[src/rtl/swlfr_pkg.sv]
// Shared types and constants for the sync word, length prefixed frame receiver.
// Depends on nothing; used by swlfr_core and the top level.
`default_nettype none

package swlfr_pkg;

  localparam int BYTE_W      = 8;
  localparam int CODE_W      = 32;
  localparam int TIMEOUT_W   = 16;
  localparam int FILL_W      = 3;
  localparam int CFG_IDX_W   = 2;

  localparam logic [BYTE_W-1:0] SYNC_BYTES = 8'd4;
  localparam logic [BYTE_W-1:0] MIN_LEN    = 8'd9;
  localparam logic [FILL_W-1:0] FILL_FULL  = 3'd4;

  localparam logic [CODE_W-1:0]    SYNC_CODE_RST = 32'h574B_4C59;
  localparam logic [BYTE_W-1:0]    MAX_LEN_RST   = 8'd255;
  localparam logic [TIMEOUT_W-1:0] TIMEOUT_RST   = 16'd100;

  // configuration register indexes
  localparam logic [CFG_IDX_W-1:0] REG_SYNC_CODE = 2'd0;
  localparam logic [CFG_IDX_W-1:0] REG_MAX_LEN   = 2'd1;
  localparam logic [CFG_IDX_W-1:0] REG_TIMEOUT   = 2'd2;

  // item kinds
  localparam logic OP_BYTE = 1'b0;
  localparam logic OP_TICK = 1'b1;

  typedef enum logic [1:0] {
    PH_HUNT,
    PH_LEN,
    PH_BODY
  } phase_t;

  typedef enum logic [1:0] {
    ST_OK,
    ST_BAD_LEN,
    ST_TIMEOUT,
    ST_NO_PKT
  } status_t;

  typedef struct packed {
    logic [CODE_W-1:0]    sync_code;
    logic [BYTE_W-1:0]    max_frame_len;
    logic [TIMEOUT_W-1:0] tick_limit;
  } cfg_t;

  typedef struct packed {
    logic              vld;
    logic [BYTE_W-1:0] frame_byte;
    logic [BYTE_W-1:0] byte_index;
    logic              last;
    status_t           status;
  } result_t;

endpackage

`default_nettype wire

[src/rtl/swlfr_core.sv]
// Frame state machine: start code hunt, length check, body indexing, tick timeout.
// Takes one item per step strobe; depends on swlfr_pkg.
`default_nettype none

module swlfr_core #(
  parameter int TIMER_WIDTH = 16
) (
  input  wire                                  clk,
  input  wire                                  rst_n,
  input  wire                                  step,
  input  wire                                  op,
  input  wire  [swlfr_pkg::BYTE_W-1:0]         rx_byte,
  input  swlfr_pkg::cfg_t                      cfg,
  output swlfr_pkg::result_t                   res
);

  localparam int CMP_W = (TIMER_WIDTH > swlfr_pkg::TIMEOUT_W) ? TIMER_WIDTH
                                                              : swlfr_pkg::TIMEOUT_W;
  localparam logic [TIMER_WIDTH-1:0] TICK_MAX = {TIMER_WIDTH{1'b1}};

  swlfr_pkg::phase_t                   phase_r, phase_nxt;
  logic [swlfr_pkg::CODE_W-1:0]        window_r, window_nxt;
  logic [swlfr_pkg::FILL_W-1:0]        fill_r, fill_nxt;
  logic [swlfr_pkg::BYTE_W-1:0]        count_r, count_nxt;
  logic [swlfr_pkg::BYTE_W-1:0]        flen_r, flen_nxt;
  logic [TIMER_WIDTH-1:0]              ticks_r, ticks_nxt;

  logic [TIMER_WIDTH-1:0]              ticks_inc;
  logic                                timed_out;
  logic [swlfr_pkg::CODE_W-1:0]        window_sh;
  logic [swlfr_pkg::FILL_W-1:0]        fill_inc;
  logic [swlfr_pkg::BYTE_W:0]          idx_plus;

  assign ticks_inc = (ticks_r < TICK_MAX) ? ticks_r + 1'b1 : ticks_r;
  assign timed_out = CMP_W'(ticks_inc) >= CMP_W'(cfg.tick_limit);
  assign window_sh = {window_r[swlfr_pkg::CODE_W-swlfr_pkg::BYTE_W-1:0], rx_byte};
  assign fill_inc  = (fill_r < swlfr_pkg::FILL_FULL) ? fill_r + 1'b1 : fill_r;
  assign idx_plus  = {1'b0, count_r} + 1'b1;

  always_comb begin
    phase_nxt  = phase_r;
    window_nxt = window_r;
    fill_nxt   = fill_r;
    count_nxt  = count_r;
    flen_nxt   = flen_r;
    ticks_nxt  = ticks_r;
    res        = '{vld: 1'b0, frame_byte: '0, byte_index: '0, last: 1'b0,
                   status: swlfr_pkg::ST_OK};
    if (step) begin
      if (op == swlfr_pkg::OP_TICK) begin
        ticks_nxt = ticks_inc;
        if (timed_out) begin
          res.vld        = 1'b1;
          res.last       = 1'b1;
          res.status     = (phase_r == swlfr_pkg::PH_HUNT) ? swlfr_pkg::ST_NO_PKT
                                                           : swlfr_pkg::ST_TIMEOUT;
          res.byte_index = (phase_r == swlfr_pkg::PH_HUNT) ? '0 : count_r;
        end
      end else begin
        case (phase_r)
          swlfr_pkg::PH_LEN: begin
            flen_nxt       = rx_byte;
            res.vld        = 1'b1;
            res.frame_byte = rx_byte;
            res.byte_index = swlfr_pkg::SYNC_BYTES;
            if (rx_byte < swlfr_pkg::MIN_LEN || rx_byte > cfg.max_frame_len) begin
              res.last   = 1'b1;
              res.status = swlfr_pkg::ST_BAD_LEN;
            end else begin
              phase_nxt = swlfr_pkg::PH_BODY;
              count_nxt = swlfr_pkg::SYNC_BYTES + 1'b1;
            end
          end
          swlfr_pkg::PH_BODY: begin
            res.vld        = 1'b1;
            res.frame_byte = rx_byte;
            res.byte_index = count_r;
            res.last       = idx_plus >= {1'b0, flen_r};
            count_nxt      = idx_plus[swlfr_pkg::BYTE_W-1:0];
          end
          default: begin
            window_nxt = window_sh;
            fill_nxt   = fill_inc;
            if (fill_inc >= swlfr_pkg::FILL_FULL && window_sh == cfg.sync_code) begin
              phase_nxt = swlfr_pkg::PH_LEN;
              count_nxt = swlfr_pkg::SYNC_BYTES;
            end
          end
        endcase
      end
      // any closing result restarts the hunt
      if (res.last) begin
        phase_nxt  = swlfr_pkg::PH_HUNT;
        window_nxt = '0;
        fill_nxt   = '0;
        count_nxt  = '0;
        flen_nxt   = '0;
        ticks_nxt  = '0;
      end
    end
  end

  always_ff @(posedge clk) begin
    if (!rst_n) begin
      phase_r  <= swlfr_pkg::PH_HUNT;
      window_r <= '0;
      fill_r   <= '0;
      count_r  <= '0;
      flen_r   <= '0;
      ticks_r  <= '0;
    end else begin
      phase_r  <= phase_nxt;
      window_r <= window_nxt;
      fill_r   <= fill_nxt;
      count_r  <= count_nxt;
      flen_r   <= flen_nxt;
      ticks_r  <= ticks_nxt;
    end
  end

endmodule

`default_nettype wire

[src/rtl/sync_word_length_frame_receiver.sv]
// Top level of the sync word, length prefixed frame receiver: input register,
// configuration registers, two-entry result buffer. Uses swlfr_pkg and swlfr_core.
//
//   group | dir | handshake              | content
//   in_   | in  | in_tvalid / in_tready  | tdata rx_byte, tuser op
//   out_  | out | out_tvalid / out_tready| tdata frame_byte, byte_index; tlast; tuser status
//   cfg_  | in  | cfg_valid / cfg_ready  | cfg_index, cfg_data
//
// One item per cycle while the output is not stalled; an accepted item sits in
// the input register and any result it yields is registered into the buffer.
// Reset (rst_n low, synchronous) restores register defaults and starts a hunt.
// A stalled output fills the skid entry; in_tready drops only while the skid
// entry is held and an item waits in the input register. cfg_ready is always high.
`default_nettype none

module sync_word_length_frame_receiver #(
  parameter int TIMER_WIDTH = 16
) (
  input  wire         clk,
  input  wire         rst_n,
  input  wire         in_tvalid,
  output logic        in_tready,
  input  wire  [7:0]  in_tdata,   // [7:0] rx_byte
  input  wire         in_tuser,   // [0] op
  output logic        out_tvalid,
  input  wire         out_tready,
  output logic [15:0] out_tdata,  // [7:0] frame_byte, [15:8] byte_index
  output logic        out_tlast,
  output logic [1:0]  out_tuser,  // [1:0] status
  input  wire         cfg_valid,
  output logic        cfg_ready,
  input  wire  [1:0]  cfg_index,
  input  wire  [31:0] cfg_data
);

  swlfr_pkg::cfg_t    cfg_r;
  logic               in_vld_r;
  logic               in_op_r;
  logic [7:0]         in_byte_r;
  logic               adv;
  swlfr_pkg::result_t res;
  swlfr_pkg::result_t out_r, skid_r;
  logic               out_vld_r, skid_vld_r;
  logic               push, pop;

  assign cfg_ready = 1'b1;

  always_ff @(posedge clk) begin
    if (!rst_n) begin
      cfg_r.sync_code     <= swlfr_pkg::SYNC_CODE_RST;
      cfg_r.max_frame_len <= swlfr_pkg::MAX_LEN_RST;
      cfg_r.tick_limit    <= swlfr_pkg::TIMEOUT_RST;
    end else if (cfg_valid) begin
      case (cfg_index)
        swlfr_pkg::REG_SYNC_CODE: cfg_r.sync_code     <= cfg_data;
        swlfr_pkg::REG_MAX_LEN:   cfg_r.max_frame_len <= cfg_data[7:0];
        swlfr_pkg::REG_TIMEOUT:   cfg_r.tick_limit    <= cfg_data[15:0];
        default: ;
      endcase
    end
  end

  // advance the held item whenever the result buffer has a free entry
  assign adv       = in_vld_r && !skid_vld_r;
  assign in_tready = !in_vld_r || !skid_vld_r;

  always_ff @(posedge clk) begin
    if (!rst_n) begin
      in_vld_r <= 1'b0;
    end else if (in_tready) begin
      in_vld_r <= in_tvalid;
    end
  end

  always_ff @(posedge clk) begin
    if (in_tready && in_tvalid) begin
      in_op_r   <= in_tuser;
      in_byte_r <= in_tdata;
    end
  end

  swlfr_core #(
    .TIMER_WIDTH(TIMER_WIDTH)
  ) u_core (
    .clk    (clk),
    .rst_n  (rst_n),
    .step   (adv),
    .op     (in_op_r),
    .rx_byte(in_byte_r),
    .cfg    (cfg_r),
    .res    (res)
  );

  assign push = adv && res.vld;
  assign pop  = out_vld_r && out_tready;

  always_ff @(posedge clk) begin
    if (!rst_n) begin
      out_vld_r  <= 1'b0;
      skid_vld_r <= 1'b0;
    end else begin
      if (pop) begin
        out_vld_r  <= skid_vld_r || push;
        skid_vld_r <= 1'b0;
      end else if (!out_vld_r) begin
        out_vld_r  <= push;
      end else if (push) begin
        skid_vld_r <= 1'b1;
      end
    end
  end

  always_ff @(posedge clk) begin
    if (pop) begin
      out_r <= skid_vld_r ? skid_r : res;
    end else if (!out_vld_r) begin
      out_r <= res;
    end else if (push) begin
      skid_r <= res;
    end
  end

  assign out_tvalid = out_vld_r;
  assign out_tdata  = {out_r.byte_index, out_r.frame_byte};
  assign out_tlast  = out_r.last;
  assign out_tuser  = out_r.status;

  a_skid_implies_out: assert property (@(posedge clk) disable iff (!rst_n)
    skid_vld_r |-> out_vld_r)
    else $error("skid entry held while output register empty");

  a_error_is_last: assert property (@(posedge clk) disable iff (!rst_n)
    out_tvalid && out_tuser != swlfr_pkg::ST_OK |-> out_tlast)
    else $error("error status without last");

  a_no_pkt_zero: assert property (@(posedge clk) disable iff (!rst_n)
    out_tvalid && out_tuser == swlfr_pkg::ST_NO_PKT |-> out_tdata == 16'd0)
    else $error("no-packet result carries data");

  a_ok_index: assert property (@(posedge clk) disable iff (!rst_n)
    out_tvalid && out_tuser == swlfr_pkg::ST_OK |-> out_tdata[15:8] >= 8'd4)
    else $error("frame byte emitted inside start code");

endmodule

`default_nettype wire
[config.mk]
export PLATFORM = sky130hd
export DESIGN_NAME = sync_word_length_frame_receiver
export DESIGN_NICKNAME = d
export VERILOG_FILES = /design/src/rtl/swlfr_pkg.sv /design/src/rtl/swlfr_core.sv /design/src/rtl/sync_word_length_frame_receiver.sv
export SDC_FILE = /design/constraint.sdc
export NUM_CORES = 1
export LEC_CHECK = 0
export ABC_AREA = 1
export BUFFER_PORTS_ARGS = -buffer_cell sky130_fd_sc_hd__buf_2
export CAP_MARGIN = 10
export CORE_ASPECT_RATIO = 0.7
export CORE_MARGIN = 2
export CORE_UTILIZATION = 55
export DETAILED_ROUTE_END_ITERATION = 10
export PLACE_DENSITY_LB_ADDON = 0.3
export SLEW_MARGIN = 20
export SYNTH_ARGS = -nofsm -noshare
export SYNTH_HDL_FRONTEND = slang
export SYNTH_SLANG_ARGS = --single-unit
[constraint.sdc]
create_clock -name clk -period 5.3 [get_ports clk]
set_clock_uncertainty 0.1 [all_clocks]
set_input_delay 1.06 -clock clk [delete_from_list [all_inputs] [get_ports clk]]
set_output_delay 1.06 -clock clk [all_outputs]
set_load 0.01 [all_outputs]
## Word level (Yosys, flattened, before mapping)

Cells that the tools add are included.

| storage, ports and cells | value |
|---|---|
| input port bits | 48 |
| output and inout port bits | 22 |
| word-level logic and storage cells | 112 |
| register bits | 167 |

| cells by class | value |
|---|---|
| multiplexer cells | 40 |
| bitwise operators | 2 |
| equality and inequality tests | 10 |
| $lt $le $gt $ge | 7 |
| reductions and logical operators | 28 |
| add/sub/neg operators | 3 |

Operators by type and width:

| cell | count |
|---|---|
| 24-bit two-way mux | 3 |
| 8-bit two-way mux | 9 |
| 19-bit two-way mux | 3 |
| 16-bit two-way mux | 3 |
| 18-bit one-hot mux with 2 select lines | 1 |
| 11-bit two-way mux | 3 |
| 32-bit == test | 1 |
| 20-bit two-way mux | 1 |
| 16-bit by 1-bit adder with 16-bit output (second input constant) | 1 |
| 16-bit greater-or-equal comparator | 1 |
| 16-bit < comparator (second input constant) | 1 |
| 8-bit one-hot mux with 2 select lines | 1 |
| 3-bit two-way mux | 5 |
| 2-bit two-way mux | 5 |
| 2-bit AND reduction | 5 |
| 8-bit by 1-bit adder with 9-bit output (second input constant) | 1 |
| 9-bit by 8-bit greater-or-equal comparator with 1-bit output | 1 |
| 3-bit AND reduction | 3 |
| 8-bit > comparator | 1 |
| 8-bit by 4-bit < comparator with 1-bit output (second input constant) | 1 |
| 2-bit by 1-bit != test with 1-bit output (second input constant) | 4 |
| 1-bit logical AND | 5 |
| 1-bit two-way mux | 5 |
| 5-bit AND reduction | 1 |
| 16 further kinds | 25 |

## Depth between registers and ports, before layout

| depth | value |
|---|---|
| word-level depth | 10 |
| gate-level depth with buffers | 24 |

## Hierarchy

A second synthesis with hierarchy kept.

| second synthesis, totals | value |
|---|---|
| cells, all modules | 1122 |
| area, all modules | 8559.5 µm² |

Modules (own cells, without submodules):

| module | area an instance (µm²) | times used | sequential area each (µm²) | cells each |
|---|---|---|---|---|
| swlfr_core | 4423.0 | 1 | 1221.2 | 677 |
| sync_word_length_frame_receiver | 4136.5 | 1 | 2592.5 | 445 |

## Least setup slack after synthesis

No wires, ideal clock.

| timing | value |
|---|---|
| kind | register to register |
| start | register u_core.ticks_r[0] |
| end | register skid_r[0] (netlist bit), enable pin |
| arrival | 3.357 ns |
| library setup time | 0.395 ns |
| clock period less this slack | 3.851 ns |
| slack | 1.449 ns |
| stages on the path, launching flop included | 20 |
| cell sequence | dfxtp_1 ha_1 nand2_1 inv_1 nand3_2 nor3_4 nand3_2 nand4_1 nor2_1 xor2_1 inv_1 ha_1 nand2_1 nor3_2 nand3_1 nand3_1 nand2_4 a21oi_1 inv_1 nor2_1 |

| between the ends | value |
|---|---|
| cells in the longest elaborated chain, start to end | 8 |

Ends and longest elaborated chain:

| element | RTL line | text |
|---|---|---|
| from (decl) | swlfr_core.sv:26 | `logic [TIMER_WIDTH-1:0] ticks_r, ticks_nxt;` |
| from (signal assigned) | swlfr_core.sv:117 | `ticks_r <= ticks_nxt;` |
| 16-bit by 1-bit adder with 16-bit output or 16-bit < comparator (tied branches) | swlfr_core.sv:34 | `assign ticks_inc = (ticks_r < TICK_MAX) ? ticks_r + 1'b1 : ticks_r;` |
| 16-bit two-way mux * | swlfr_core.sv:34 |  |
| 16-bit greater-or-equal comparator * | swlfr_core.sv:35 | `assign timed_out = CMP_W'(ticks_inc) >= CMP_W'(cfg.tick_limit);` |
| 1-bit two-way mux * | swlfr_core.sv:52 | `if (timed_out) begin` |
| 1-bit two-way mux * | swlfr_core.sv:50 | `if (op == swlfr_pkg::OP_TICK) begin` |
| 20-bit two-way mux * | swlfr_core.sv:49 | `if (step) begin` |
| 1-bit logical AND * | sync_word_length_frame_receiver.sv:94 | `assign push = adv && res.vld;` |
| 3-bit AND reduction (no source line) * | - |  |
| to (signal assigned) | sync_word_length_frame_receiver.sv:119 | `skid_r <= res;` |
| to (decl) | sync_word_length_frame_receiver.sv:42 | `swlfr_pkg::result_t out_r, skid_r;` |

Mark *: on every way between the ends. The rest lies on a longest branch, timed or not.
A chain may end at the register's enable or synchronous reset.

## Final worst setup path

| timing | value |
|---|---|
| start | register u_core.ticks_r[0] |
| end | register skid_r[5] (netlist bit), enable pin |

The elaborated chain is that of the path after synthesis.

==> impl_metrics.py <==
metrics = {
    "outcome": {
        "status": "completed",
    },
    "floorplanning": {
        "core_sq_um": 14900,
        "rows": 37,
        "die_h_um": 108,
        "design.die.area_sq_um": 16400,
        "initial_core_util_pct": 56.7,
        "ios": 70,
        "die_x_um": 152,
    },
    "synth": {
        "yosys_warnings": 0,
        "netlist_instances": 1046,
        "synth_nets": 1132,
        "ys_ff_latch": 167,
        "ys_types": 48,
        "syn-cell-area_sq_um": 8430,
        "synth_top_area_share_pct": 28.5,
        "yosysTopAreaCell": "dfxtp_1",
        "synth-seq-area-share_pct": 45.2,
        "synthesis.area_per_instance_sq_um": 8.06,
        "synth_area_leaders": "dfxtp_1 (28%), edfxtp_1 (17%), nand2_1 (8.6%)",
    },
    "worst_setup_path": {
        "crit_path_start_kind": "flip-flop",
        "arrival_ns": 4.36,
        "crit_type": "reg2reg",
        "timing.rr.start": "u_core.ticks_r[0]",
        "rrSetupSlack_ns": 0.98,
        "rr_endpoint": "skid_r[5]",
        "r2r_cells": 21,
        "critPathCaptureType": "flip-flop",
        "cp_max_fo": 10,
        "required_ns": 5.34,
    },
    "global_routing": {
        "grt_pass1_wl_um": 32000,
        "track_usage_pct": 24.6,
        "grt_pass1_vias": 6345,
        "grt_antenna_before_repair": 0,
        "grt_max_degree": 53,
        "overflow": 0,
    },
    "sta": {
        "tns_ns": 0,
        "drv_slew": 0,
        "rsz0062_at_grt": "false",
        "min_period_ns": 4.32,
        "tightest_slew_ns": 0.905,
        "finalHoldViolations": 0,
        "fmaxAchievable_ghz": 0.231,
        "hold_slack_ns": 0.360,
        "finalCritPeriodShare_pct": 81.5,
        "setup_viol": 0,
        "slew_headroom_pct": 39.6,
    },
    "clock_network": {
        "ctsResizeCount": 0,
        "holdBufCountCts": 0,
        "clock_tree.buffer_depth": 2,
        "cts_buffers": 17,
        "htree_num_levels": 4,
        "cts_tree": "done",
        "ctsRootBufferMaster": "clkbuf_16",
        "clk_pin_slew_ns": 0.07,
        "clk_latency_ns": 0.44,
        "post-cts-setup-buffers": 0,
        "cts.sinks": 167,
    },
    "pwr": {
        "ir_worst_vdd_mv": 0.216,
        "p_leak_nw": 4.21,
        "p_per_area_nw_per_um2": 326,
    },
    "min_path": {
        "hp-start": "u_core.flen_r[4]",
        "hold_path.class": "reg2reg",
        "min_to": "u_core.flen_r[4]",
        "hold_path_depth": 2,
    },
    "route": {
        "vias": 7056,
        "drc_errors": 0,
        "ant_nets": 0,
        "post_drt_wl_per_cell_um": 15.1,
        "drtIter0Drc": 516,
        "dr.pass1.iters": 5,
        "via_per_inst": 5.41,
        "drt-total-wl_um": 19600,
    },
    "final_layout": {
        "multiInputGateArea_sq_um": 3910,
        "finalNonFillerCells": 1305,
        "syn_to_final_growth_pct": 12.0,
        "regArea_sq_um": 3810,
        "stdcell_area_sq_um": 9440,
        "final_core_util_pct": 63.5,
        "nets": 1183,
        "drive_above_1_share_pct": 15.4,
        "n_antenna_cell": 0,
        "n_fill_cell": 1269,
    },
    "placed_design": {
        "routabilityCongestion": 0.909,
        "io_buffers": 68,
        "dp.cells": 1273,
        "dpl-instance-area_sq_um": 8840,
        "dp_hpwl_um": 13900,
    },
    "run": {
        "cap_violations": 0,
    },
}
-- flip-flops by register name, indices dropped and copies added, names as in the netlist, 2 cells and up --
signal,cells
out_tuser,2
cfg_r,56
u_core.count_r,8
u_core.ticks_r,16
u_core.flen_r,8
in_byte_r,8
u_core.phase_r,2
u_core.window_r,24
out_tdata,16
skid_r,19
u_core.fill_r,3
-- cell usage after synthesis, drive strengths merged --
| library cell | n |
|---|---|
| nand2 | 204 |
| inv | 128 |
| nor2 | 128 |
| dfxtp | 120 |
| a21oi | 87 |
| o21ai | 77 |
| nand3 | 51 |
| edfxtp | 47 |
| ha | 38 |
| clkbuf | 29 |
| nor3 | 27 |
| o211ai | 16 |
| xnor2 | 16 |
| nand4 | 15 |
| xor2 | 15 |
| buf | 13 |
| a31o | 9 |
| or2 | 5 |
| o21a | 4 |
| o22ai | 4 |
| a211oi | 2 |
| nor4 | 2 |
| o21bai | 2 |
| a21boi | 1 |
| a22o | 1 |
| a31oi | 1 |
| a32oi | 1 |
| clkinv | 1 |
| conb | 1 |
| o41ai | 1 |
-- routing by layer --
| layer | share of wire, % | track usage, % | up-vias |
|---|---|---|---|
| li1 | - | - | 3548 |
| met1 | 53 | 37.9 | 3253 |
| met2 | 40 | 34.6 | 233 |
| met3 | 6.5 | 4.99 | 22 |
| met4 | 1.1 | 6.94 | 0 |
| met5 | 0 | 0 | - |
-- worst max path at each step --
stage,end,start,cells past startpoint
after floorplan,skid_r[0],u_core.ticks_r[0],19
after global placement,skid_r[18],u_core.ticks_r[0],21
after detailed placement,skid_r[18],u_core.ticks_r[0],21
after CTS,skid_r[18],u_core.ticks_r[0],21
after global routing,skid_r[15],u_core.ticks_r[0],21
final,skid_r[5],u_core.ticks_r[0],21
-- per-stage QoR --
step	total power, mW	worst slack (ns)
detailed placement	1.82	1.05
global placement	1.81	1.15
global route	3.20	0.667
finish	3.08	0.979
CTS	3.08	1.03
floorplan	1.73	1.45
-- power breakdown --
group / internal (mW) / switching, mW
Sequential: 1.37 / 0.0446
Combinational: 0.134 / 0.253
Clock: 0.741 / 0.532
Total: 2.25 / 0.830
-- cell families after synthesis --
group	after synthesis	synth area share, %
compound gates	206	14.1
xor+xnor	31	3.40
fa+ha+maj	38	5.64
buf+inv	171	8.46
flops	167	45.2
other cells	1	0.0445
simple gates	432	23.2
-- cell usage in the layout, fill, tap and decap left out, drive strengths merged, types with 2 or more instances in the layout --
master	netlist	routed
or2	5	5
a31o	9	9
ha	38	38
o211ai	16	16
nor3	27	27
clkbuf	29	17
inv	128	132
dfxtp	120	120
a211oi	2	2
bufinv	0	3
xnor2	16	16
o21a	4	4
nor4	2	2
xor2	15	15
nor2	128	128
o21bai	2	2
edfxtp	47	47
nand2	204	204
clkinvlp	0	4
buf	13	74
o22ai	4	4
nand4	15	15
nand3	51	51
a21oi	87	87
clkinv	1	5
o21ai	77	77
-- critical path, cell delays in order (launching register included) --
cell and delay, ns:
dfxtp_1 0.40, ha_1 0.20, nand2_1 0.06, inv_1 0.13, nand3_2 0.15, nor3_4 0.18
nand3_2 0.17, nand4_1 0.13, xor2_1 0.15, inv_1 0.08, ha_1 0.29, nand2_1 0.06
nor2_1 0.19, nand2_1 0.08, nand2_1 0.06, nand2_1 0.05, nand3_1 0.17, nand2_4 0.15
a21oi_1 0.20, inv_1 0.07, nor2_1 0.62, buf_4 0.32
-- final cells by class --
| cell class | instances | share of cell area (%) |
|---|---|---|
| clock buffer | 17 | 4.51 |
| timing repair buffer | 74 | 4.08 |
| tap | 195 | 2.58 |
| sequential | 167 | 40.4 |
| multi-input combinational | 708 | 41.4 |
| inverter | 129 | 5.18 |
| clock inverter | 15 | 1.83 |
No activity file was read; power rests on OpenSTA's default activity.
